### config.mk
export PLATFORM = sky130hd
export DESIGN_NAME = polygon_face_area
export DESIGN_NICKNAME = d
export VERILOG_FILES = /design/src/rtl/pfa_pkg.sv /design/src/rtl/pfa_vstore.sv /design/src/rtl/pfa_mul.sv /design/src/rtl/pfa_isqrt.sv /design/src/rtl/polygon_face_area.sv
export SDC_FILE = /design/constraint.sdc
export NUM_CORES = 2
export LEC_CHECK = 0
export ABC_AREA = 1
export BUFFER_PORTS_ARGS = -buffer_cell sky130_fd_sc_hd__buf_2
export CORE_MARGIN = 4
export CORE_UTILIZATION = 55
export DETAILED_ROUTE_END_ITERATION = 8
export PLACE_DENSITY = 0.71
export SYNTH_ARGS = -nofsm -noshare
export SYNTH_HDL_FRONTEND = slang
export SYNTH_HIERARCHICAL = 1
export SYNTH_SLANG_ARGS = --single-unit
export TNS_END_PERCENT = 50
### constraint.sdc
create_clock -name clk_i -period 23.5 [get_ports clk_i]
set_input_delay 3.525 -clock clk_i [delete_from_list [all_inputs] [get_ports clk_i]]
set_output_delay 3.525 -clock clk_i [all_outputs]
set_load 0.005 [all_outputs]
### src/rtl/pfa_pkg.sv
package pfa_pkg;

  localparam int COORD_W        = 16;
  localparam int COORD_BITS_DEF = 16;
  localparam int AREA_W         = 35;
  localparam int VTX_DEPTH      = 4;
  localparam int VTX_AW         = $clog2(VTX_DEPTH);
  localparam int VCNT_W         = $clog2(VTX_DEPTH + 1);

  typedef struct packed {
    logic [VCNT_W-1:0] cnt;
    logic              ovf;
  } vs_stat_t;

endpackage

### src/rtl/pfa_vstore.sv
module pfa_vstore #(
  parameter int COORD_BITS = pfa_pkg::COORD_BITS_DEF
) (
  input  logic                        clk_i,
  input  logic                        rst_ni,
  input  logic                        wr_en_i,
  input  logic                        close_i,
  input  logic [3*COORD_BITS-1:0]     wr_data_i,
  input  logic [pfa_pkg::VTX_AW-1:0]  rd_addr_i,
  output logic [3*COORD_BITS-1:0]     rd_data_o,
  output pfa_pkg::vs_stat_t           stat_o
);
  import pfa_pkg::*;

  localparam logic [VCNT_W-1:0] CntFull = VCNT_W'(VTX_DEPTH);

  logic [3*COORD_BITS-1:0] mem_q [VTX_DEPTH];
  logic [3*COORD_BITS-1:0] rd_data_q;
  logic [VCNT_W-1:0]       cnt_q;
  logic                    ovf_q;
  logic                    full;

  assign full = (cnt_q == CntFull);

  always_ff @(posedge clk_i) begin
    if (wr_en_i && !full) begin
      mem_q[cnt_q[VTX_AW-1:0]] <= wr_data_i;
    end
    rd_data_q <= mem_q[rd_addr_i];
  end

  always_ff @(posedge clk_i or negedge rst_ni) begin
    if (!rst_ni) begin
      cnt_q <= '0;
      ovf_q <= 1'b0;
    end else if (close_i) begin
      cnt_q <= '0;
      ovf_q <= 1'b0;
    end else if (wr_en_i) begin
      if (full) begin
        ovf_q <= 1'b1;
      end else begin
        cnt_q <= cnt_q + VCNT_W'(1);
      end
    end
  end

  assign rd_data_o  = rd_data_q;
  assign stat_o.cnt = cnt_q;
  assign stat_o.ovf = ovf_q;

endmodule

### src/rtl/pfa_mul.sv
module pfa_mul #(
  parameter int OP_W = pfa_pkg::COORD_BITS_DEF + 2
) (
  input  logic                     clk_i,
  input  logic signed [OP_W-1:0]   a_i,
  input  logic signed [OP_W-1:0]   b_i,
  output logic signed [2*OP_W-1:0] prod_o
);
  import pfa_pkg::*;

  logic signed [2*OP_W-1:0] prod_q;

  always_ff @(posedge clk_i) begin
    prod_q <= a_i * b_i;
  end

  assign prod_o = prod_q;

endmodule

### src/rtl/pfa_isqrt.sv
module pfa_isqrt #(
  parameter int RAD_W = 4 * (pfa_pkg::COORD_BITS_DEF + 1)
) (
  input  logic               clk_i,
  input  logic               rst_ni,
  input  logic               start_i,
  input  logic [RAD_W-1:0]   rad_i,
  output logic               done_o,
  output logic [RAD_W/2-1:0] root_o
);
  import pfa_pkg::*;

  localparam int RT_W  = RAD_W / 2;
  localparam int RM_W  = RT_W + 2;
  localparam int CNT_W = $clog2(RT_W + 1);

  logic [RAD_W-1:0] rad_q;
  logic [RM_W-1:0]  rem_q, rem_d, rem_sh, trial;
  logic [RT_W-1:0]  root_q, root_d;
  logic [CNT_W-1:0] cnt_q;
  logic             done_q;
  logic             ge;

  // two radicand bits per step
  always_comb begin
    rem_sh = {rem_q[RM_W-3:0], rad_q[RAD_W-1 -: 2]};
    trial  = RM_W'({root_q[RT_W-2:0], 2'b01});
    ge     = (rem_sh >= trial);
    rem_d  = ge ? (rem_sh - trial) : rem_sh;
    root_d = {root_q[RT_W-2:0], ge};
  end

  always_ff @(posedge clk_i) begin
    if (start_i) begin
      rad_q  <= rad_i;
      rem_q  <= '0;
      root_q <= '0;
    end else if (cnt_q != '0) begin
      rad_q  <= {rad_q[RAD_W-3:0], 2'b00};
      rem_q  <= rem_d;
      root_q <= root_d;
    end
  end

  always_ff @(posedge clk_i or negedge rst_ni) begin
    if (!rst_ni) begin
      cnt_q  <= '0;
      done_q <= 1'b0;
    end else begin
      done_q <= 1'b0;
      if (start_i) begin
        cnt_q <= CNT_W'(RT_W);
      end else if (cnt_q != '0) begin
        cnt_q <= cnt_q - CNT_W'(1);
        if (cnt_q == CNT_W'(1)) begin
          done_q <= 1'b1;
        end
      end
    end
  end

  assign done_o = done_q;
  assign root_o = root_q;

endmodule

### src/rtl/polygon_face_area.sv
// Channel   Handshake            Payload
// vertex    start / busy         coord_x_i, coord_y_i, coord_z_i, last_i
// result    done_o (one cycle)   twice_area_o, bad_count_o
//
// A face closed with a bad vertex count gives its result in the next cycle. A
// good face runs through the load, cross, square and root steps once per
// triangle (one triangle or two), using the shared multiplier and the
// two-bit-per-cycle square-root unit; busy is high meanwhile. Reset clears
// the vertex count. The receiver cannot stall: done_o marks one cycle only.
module polygon_face_area #(
  parameter int COORD_BITS = pfa_pkg::COORD_BITS_DEF
) (
  input  logic                        clk_i,
  input  logic                        rst_ni,
  input  logic                        start,
  output logic                        busy,
  input  logic [pfa_pkg::COORD_W-1:0] coord_x_i,
  input  logic [pfa_pkg::COORD_W-1:0] coord_y_i,
  input  logic [pfa_pkg::COORD_W-1:0] coord_z_i,
  input  logic                        last_i,
  output logic                        done_o,
  output logic [pfa_pkg::AREA_W-1:0]  twice_area_o,
  output logic                        bad_count_o
);
  import pfa_pkg::*;

  localparam int C   = COORD_BITS;
  localparam int EW  = C + 1;
  localparam int H   = C + 1;
  localparam int MOW = H + 1;
  localparam int PW  = 2 * MOW;
  localparam int MW  = 2 * H;
  localparam int RW  = 4 * H;
  localparam int RTW = 2 * H;

  localparam logic [3:0] LoadLast  = 4'd3;
  localparam logic [3:0] CrossLast = 4'd6;
  localparam logic [3:0] SqLast    = 4'd9;

  typedef enum logic [2:0] {
    ST_IDLE, ST_LOAD, ST_CROSS, ST_SQUARE, ST_ROOT
  } state_e;

  typedef enum logic [1:0] {
    PART_HH, PART_HL, PART_LL
  } part_e;

  state_e state_q;
  logic [3:0] step_q;
  logic       tri_q, quad_q, done_q, bad_q;
  logic [AREA_W-1:0] area_q, area_out_q, area_d;

  logic       accept, face_bad, face_quad;
  vs_stat_t   vs_stat;
  logic [VTX_AW-1:0] rd_addr;
  logic [3*C-1:0]    rd_data;

  logic signed [C-1:0]  rd_x, rd_y, rd_z, p0x_q, p0y_q, p0z_q;
  logic signed [EW-1:0] ex, ey, ez;
  logic signed [EW-1:0] ax_q, ay_q, az_q, bx_q, by_q, bz_q;
  logic signed [MOW-1:0] mul_a, mul_b;
  logic signed [PW-1:0]  prod, acc_q, diff, diff_abs;
  logic [MW-1:0]  cx_q, cy_q, cz_q, c_sel;
  part_e          part, tag_q;
  logic [RW-1:0]  sum_q, sum_d, term;
  logic [2*H-1:0] pu;
  logic           sq_start, sq_done;
  logic [RTW-1:0] root;

  assign accept    = start && !busy;
  assign face_bad  = vs_stat.ovf || (vs_stat.cnt == VCNT_W'(VTX_DEPTH)) ||
                     (vs_stat.cnt < VCNT_W'(2));
  assign face_quad = (vs_stat.cnt == VCNT_W'(3));

  // triangles 0-1-2 and 2-3-0
  always_comb begin
    rd_addr = '0;
    unique case (step_q[1:0])
      2'd0:    rd_addr = tri_q ? VTX_AW'(2) : VTX_AW'(0);
      2'd1:    rd_addr = tri_q ? VTX_AW'(3) : VTX_AW'(1);
      2'd2:    rd_addr = tri_q ? VTX_AW'(0) : VTX_AW'(2);
      default: rd_addr = '0;
    endcase
  end

  pfa_vstore #(.COORD_BITS(C)) u_vstore (
    .clk_i     (clk_i),
    .rst_ni    (rst_ni),
    .wr_en_i   (accept),
    .close_i   (accept && last_i),
    .wr_data_i ({coord_x_i[C-1:0], coord_y_i[C-1:0], coord_z_i[C-1:0]}),
    .rd_addr_i (rd_addr),
    .rd_data_o (rd_data),
    .stat_o    (vs_stat)
  );

  always_comb begin
    rd_x = rd_data[3*C-1:2*C];
    rd_y = rd_data[2*C-1:C];
    rd_z = rd_data[C-1:0];
    ex   = $signed({rd_x[C-1], rd_x}) - $signed({p0x_q[C-1], p0x_q});
    ey   = $signed({rd_y[C-1], rd_y}) - $signed({p0y_q[C-1], p0y_q});
    ez   = $signed({rd_z[C-1], rd_z}) - $signed({p0z_q[C-1], p0z_q});
  end

  // operand selection for the shared multiplier
  always_comb begin
    mul_a = '0;
    mul_b = '0;
    c_sel = cx_q;
    part  = PART_HH;
    if (state_q == ST_CROSS) begin
      unique case (step_q)
        4'd0:    begin mul_a = {ay_q[EW-1], ay_q}; mul_b = {bz_q[EW-1], bz_q}; end
        4'd1:    begin mul_a = {az_q[EW-1], az_q}; mul_b = {by_q[EW-1], by_q}; end
        4'd2:    begin mul_a = {az_q[EW-1], az_q}; mul_b = {bx_q[EW-1], bx_q}; end
        4'd3:    begin mul_a = {ax_q[EW-1], ax_q}; mul_b = {bz_q[EW-1], bz_q}; end
        4'd4:    begin mul_a = {ax_q[EW-1], ax_q}; mul_b = {by_q[EW-1], by_q}; end
        4'd5:    begin mul_a = {ay_q[EW-1], ay_q}; mul_b = {bx_q[EW-1], bx_q}; end
        default: begin mul_a = '0; mul_b = '0; end
      endcase
    end else if (state_q == ST_SQUARE) begin
      unique case (step_q)
        4'd0:    begin c_sel = cx_q; part = PART_HH; end
        4'd1:    begin c_sel = cx_q; part = PART_HL; end
        4'd2:    begin c_sel = cx_q; part = PART_LL; end
        4'd3:    begin c_sel = cy_q; part = PART_HH; end
        4'd4:    begin c_sel = cy_q; part = PART_HL; end
        4'd5:    begin c_sel = cy_q; part = PART_LL; end
        4'd6:    begin c_sel = cz_q; part = PART_HH; end
        4'd7:    begin c_sel = cz_q; part = PART_HL; end
        4'd8:    begin c_sel = cz_q; part = PART_LL; end
        default: begin c_sel = cx_q; part = PART_HH; end
      endcase
      unique case (part)
        PART_HH: begin mul_a = {1'b0, c_sel[MW-1:H]}; mul_b = {1'b0, c_sel[MW-1:H]}; end
        PART_HL: begin mul_a = {1'b0, c_sel[MW-1:H]}; mul_b = {1'b0, c_sel[H-1:0]}; end
        PART_LL: begin mul_a = {1'b0, c_sel[H-1:0]};  mul_b = {1'b0, c_sel[H-1:0]}; end
        default: begin mul_a = '0; mul_b = '0; end
      endcase
    end
  end

  pfa_mul #(.OP_W(MOW)) u_mul (
    .clk_i  (clk_i),
    .a_i    (mul_a),
    .b_i    (mul_b),
    .prod_o (prod)
  );

  always_comb begin
    diff     = acc_q - prod;
    diff_abs = diff[PW-1] ? -diff : diff;
    pu       = prod[2*H-1:0];
    unique case (tag_q)
      PART_HH: term = {pu, {(2*H){1'b0}}};
      PART_HL: term = RW'(pu) << (H + 1);
      PART_LL: term = RW'(pu);
      default: term = '0;
    endcase
    sum_d    = sum_q + term;
    area_d   = area_q + AREA_W'(root);
  end

  assign sq_start = (state_q == ST_SQUARE) && (step_q == SqLast);

  pfa_isqrt #(.RAD_W(RW)) u_isqrt (
    .clk_i   (clk_i),
    .rst_ni  (rst_ni),
    .start_i (sq_start),
    .rad_i   (sum_d),
    .done_o  (sq_done),
    .root_o  (root)
  );

  // datapath registers
  always_ff @(posedge clk_i) begin
    tag_q <= part;
    if (state_q == ST_LOAD) begin
      unique case (step_q)
        4'd1:    begin p0x_q <= rd_x; p0y_q <= rd_y; p0z_q <= rd_z; end
        4'd2:    begin ax_q <= ex; ay_q <= ey; az_q <= ez; end
        4'd3:    begin bx_q <= ex; by_q <= ey; bz_q <= ez; end
        default: ;
      endcase
    end
    if (state_q == ST_CROSS && step_q != 4'd0) begin
      if (step_q[0]) begin
        acc_q <= prod;
      end else begin
        unique case (step_q)
          4'd2:    cx_q <= diff_abs[MW-1:0];
          4'd4:    cy_q <= diff_abs[MW-1:0];
          default: cz_q <= diff_abs[MW-1:0];
        endcase
      end
      if (step_q == CrossLast) begin
        sum_q <= '0;
      end
    end
    if (state_q == ST_SQUARE && step_q != 4'd0) begin
      sum_q <= sum_d;
    end
  end

  // sequencer
  always_ff @(posedge clk_i or negedge rst_ni) begin
    if (!rst_ni) begin
      state_q    <= ST_IDLE;
      step_q     <= '0;
      tri_q      <= 1'b0;
      quad_q     <= 1'b0;
      done_q     <= 1'b0;
      bad_q      <= 1'b0;
      area_q     <= '0;
      area_out_q <= '0;
    end else begin
      done_q <= 1'b0;
      unique case (state_q)
        ST_IDLE: begin
          if (accept && last_i) begin
            if (face_bad) begin
              done_q     <= 1'b1;
              bad_q      <= 1'b1;
              area_out_q <= '0;
            end else begin
              state_q <= ST_LOAD;
              step_q  <= '0;
              tri_q   <= 1'b0;
              quad_q  <= face_quad;
              area_q  <= '0;
            end
          end
        end
        ST_LOAD: begin
          if (step_q == LoadLast) begin
            state_q <= ST_CROSS;
            step_q  <= '0;
          end else begin
            step_q <= step_q + 4'd1;
          end
        end
        ST_CROSS: begin
          if (step_q == CrossLast) begin
            state_q <= ST_SQUARE;
            step_q  <= '0;
          end else begin
            step_q <= step_q + 4'd1;
          end
        end
        ST_SQUARE: begin
          if (step_q == SqLast) begin
            state_q <= ST_ROOT;
            step_q  <= '0;
          end else begin
            step_q <= step_q + 4'd1;
          end
        end
        ST_ROOT: begin
          if (sq_done) begin
            area_q <= area_d;
            if (quad_q && !tri_q) begin
              tri_q   <= 1'b1;
              state_q <= ST_LOAD;
              step_q  <= '0;
            end else begin
              done_q     <= 1'b1;
              bad_q      <= 1'b0;
              area_out_q <= area_d;
              state_q    <= ST_IDLE;
            end
          end
        end
        default: state_q <= ST_IDLE;
      endcase
    end
  end

  assign busy         = (state_q != ST_IDLE);
  assign done_o       = done_q;
  assign twice_area_o = area_out_q;
  assign bad_count_o  = bad_q;

endmodule
==> results.json <==
{
  "power_leakage_nw": 33.0,
  "cts-buffers-inserted": 92,
  "first_global_vias": 48300,
  "start_util": 0.555,
  "drive_gt1_frac": 0.0570,
  "ir_worst_vdd_uv": 97.2,
  "io_pins": 90,
  "ys_ff_latch": 862,
  "finClkSkew_ps": 49.6,
  "clock-root-buffer": "clkbuf_16",
  "worst_slack_ps": 13990,
  "arrival_ps": 10100,
  "p_per_area_nw_per_um2": 46.9,
  "ant_nets": 0,
  "syn-instance-count": 7636,
  "crit_fanout": 90,
  "tns_ps": 0,
  "synthArstFlopShare": 0.107,
  "slew_headroom": 0.171,
  "clock_latency_ps": 710,
  "crit_type": "flip-flop to flip-flop",
  "die_x_um": 343,
  "tightestPinTransition_ps": 1240,
  "hold_class": "flip-flop to flip-flop",
  "grt_pass1_wl_mm": 267,
  "cp_data_required_time_ps": 24100,
  "avgRoutedWirePerCell_um": 18.5,
  "antenna_found_initial": 12,
  "ys_warn_count": 6,
  "dp_cells": 9073,
  "row_count": 122,
  "dp_slack_ps": 13980,
  "cts_tree": "done",
  "final_util": 0.600,
  "drt_iter0_drc": 4020,
  "die_h_um": 343,
  "regArea_um2": 23900,
  "dp_hpwl_mm": 134,
  "grt_util_all_layers": 0.291,
  "cts_max_path_buffers": 3,
  "gp_congestion": 0.948,
  "ctsHoldBuffers": 0,
  "placed_cell_area_um2": 63500,
  "synth_nets": 8351,
  "ys_types": 59,
  "wl_mm": 171,
  "hold_viol_final": 0,
  "cpMostUsedCell": "inv_1",
  "cap_violations": 0,
  "synth_ff_type": "edfxtp_1",
  "final_nets": 8394,
  "drc_errors": 0,
  "critPathSlowestCell": "fa_1",
  "fillers": 10100,
  "synth_edf_count": 616,
  "post-route-period-util": 0.405,
  "cts-htree-levels": 3,
  "synth_area_um2": 61600,
  "critPathLaunchType": "flip-flop",
  "rsz0062_at_grt": "false",
  "final.min_clock_period_ps": 9510,
  "design.die.area_um2": 117000,
  "syn_avg_cell_area_um2": 8.06,
  "fmax_mhz": 105,
  "ctsResizeCount": 0,
  "finalInstanceArea_um2": 66600,
  "end_kind": "flip-flop",
  "syn_to_final_growth_pct": 8.15,
  "cpLargestDelayFamily": "adder cells",
  "post_cts_buffers": 0,
  "slowest_delay_ps": 780,
  "clkSinkCount": 862,
  "grt-ovfl-total": 0,
  "setup_viol": 0,
  "cts.clk_slew.worst_paths_ps": 60,
  "vias_per_cell": 5.34,
  "critical_path_buf_inv_count": 10,
  "io_buffer_count": 89,
  "dr.pass1.iters": 6,
  "drv_slew": 0,
  "final_cell_count_no_fill": 9245,
  "outcome": "finished, final reports clean",
  "multi_input_comb_area_um2": 31100,
  "core_um2": 111000,
  "seq_area_frac_synth": 0.388,
  "grt_max_degree": 109,
  "vias": 49400
}
## routing by layer
metal | track usage | part of all wire | vias to the layer above
li1 | - | - | 24100
met1 | 0.374 | 0.42 | 23300
met2 | 0.490 | 0.47 | 1577
met3 | 0.0462 | 0.065 | 338
met4 | 0.122 | 0.047 | 0
met5 | 0 | 0 | -
## worst paths after layout
check	start	end	slack (ps)	cells past startpoint
max in group asynchronous	rst_ni	step_q[1]$_DFFE_PN0P_	19500	2
setup reg to reg	step_q[1]$_DFFE_PN0P_	u_mul/prod_o[32]$_DFF_P_	13990	33
hold / removal	u_vstore/rd_data_o[16]$_DFF_P_	p0y_q[0]$_DFFE_PP_	430	0
setup / recovery	step_q[1]$_DFFE_PN0P_	u_mul/prod_o[32]$_DFF_P_	13990	33
min in group asynchronous	rst_ni	twice_area_o[24]$_DFFE_PN0P_	2740	1
hold reg to reg	u_vstore/rd_data_o[16]$_DFF_P_	p0y_q[0]$_DFFE_PP_	430	0
## placed cells by master, fill, tap and decap left out, types with 13 or more instances in the layout
cell,count
ha_1,327
a22o_1,50
o22ai_1,133
clkbuf_16,93
a21o_1,17
nand2_2,27
nor2_4,14
nand3_1,231
nand3b_1,37
nand2_1,2119
a21oi_1,337
xor2_1,99
inv_1,1514
o211ai_1,54
clkinv_2,19
xnor2_1,62
clkbuf_1,20
o21ai_0,195
a221oi_1,16
nor3_1,45
inv_2,22
buf_4,63
or2_2,17
dfrtp_1,92
clkbuf_8,13
o21ai_1,49
edfxtp_1,616
fa_1,335
nand4_1,44
nor2_1,664
nor2_2,33
o21bai_1,19
buf_2,88
dfxtp_1,154
## registers in the layout, indices dropped and copies added, names as in the netlist, 34 cells and up
register            count
sum_q                  68
cz_q                   34
cx_q                   34
u_vstore/mem_q        192
u_vstore/rd_data_o     48
u_isqrt/rem_q          34
u_mul/prod_o           36
cy_q                   34
u_isqrt/rad_q          68
acc_q                  36
area_q                 35
twice_area_o           35
u_isqrt/root_o         34
## cell usage after synthesis (16+ instances only)
cell / instances / area share
nand2_1: 2121 / 0.13
inv_1: 1515 / 0.092
nor2_1: 677 / 0.041
edfxtp_1: 616 / 0.30
a21oi_1: 337 / 0.027
fa_1: 335 / 0.11
ha_1: 328 / 0.067
nand3_1: 231 / 0.019
o21ai_0: 197 / 0.016
dfxtp_1: 154 / 0.050
clkbuf_1: 135 / 0.0082
o22ai_1: 133 / 0.014
xor2_1: 99 / 0.014
dfrtp_1: 92 / 0.037
xnor2_1: 62 / 0.0088
o211ai_1: 54 / 0.0066
a22o_1: 50 / 0.0071
o21ai_1: 48 / 0.0039
nor3_1: 45 / 0.0037
nand4_1: 44 / 0.0045
buf_2: 41 / 0.0033
nand3b_1: 37 / 0.0045
nor2_2: 30 / 0.0030
nand2_2: 25 / 0.0025
inv_2: 20 / 0.0012
o21bai_1: 19 / 0.0023
a21o_1: 17 / 0.0021
or2_2: 17 / 0.0017
a221oi_1: 16 / 0.0023
## final cells by class
class / count / share of cell area
Multi-Input combinational cell: 5029 / 0.467
Sequential cell: 862 / 0.359
Inverter: 1543 / 0.0870
Clock buffer: 126 / 0.0388
Tap cell: 1488 / 0.0280
Timing Repair Buffer: 151 / 0.0137
Clock inverter: 45 / 0.00686
Antenna cell: 1 / 0.0000376
## metrics by stage
step | hold slack, ps | power [mW]
6_report | 432 | 3.12
5_1_grt | 440 | 3.22
4_1_cts | 433 | 3.15
3_5_place_dp | 415 | 1.71
3_3_place_gp | 414 | 1.70
2_1_floorplan | 408 | 1.68
## worst reg2reg max path: cells and delay by family (launching register included)
| kind | cells | cell delay [ps] |
|---|---|---|
| fa+ha+maj | 9 | 4770 |
| buf+inv | 10 | 1330 |
| simple gates | 10 | 2020 |
| flops | 1 | 440 |
| compound gates | 4 | 870 |
## where the power goes
part	internal [mW]	switching, mW	total (mW)
Clock	0.806	0.646	1.45
Sequential	1.62	0.00278	1.63
Combinational	0.0146	0.0310	0.0456
## kinds of logic after synthesis
logic type,synth area share
simple gates,0.216
buf+inv,0.109
compound gates,0.0885
flops,0.388
fa+ha+maj,0.176
xor+xnor,0.0234
Power figures use the tool's default switching activity.
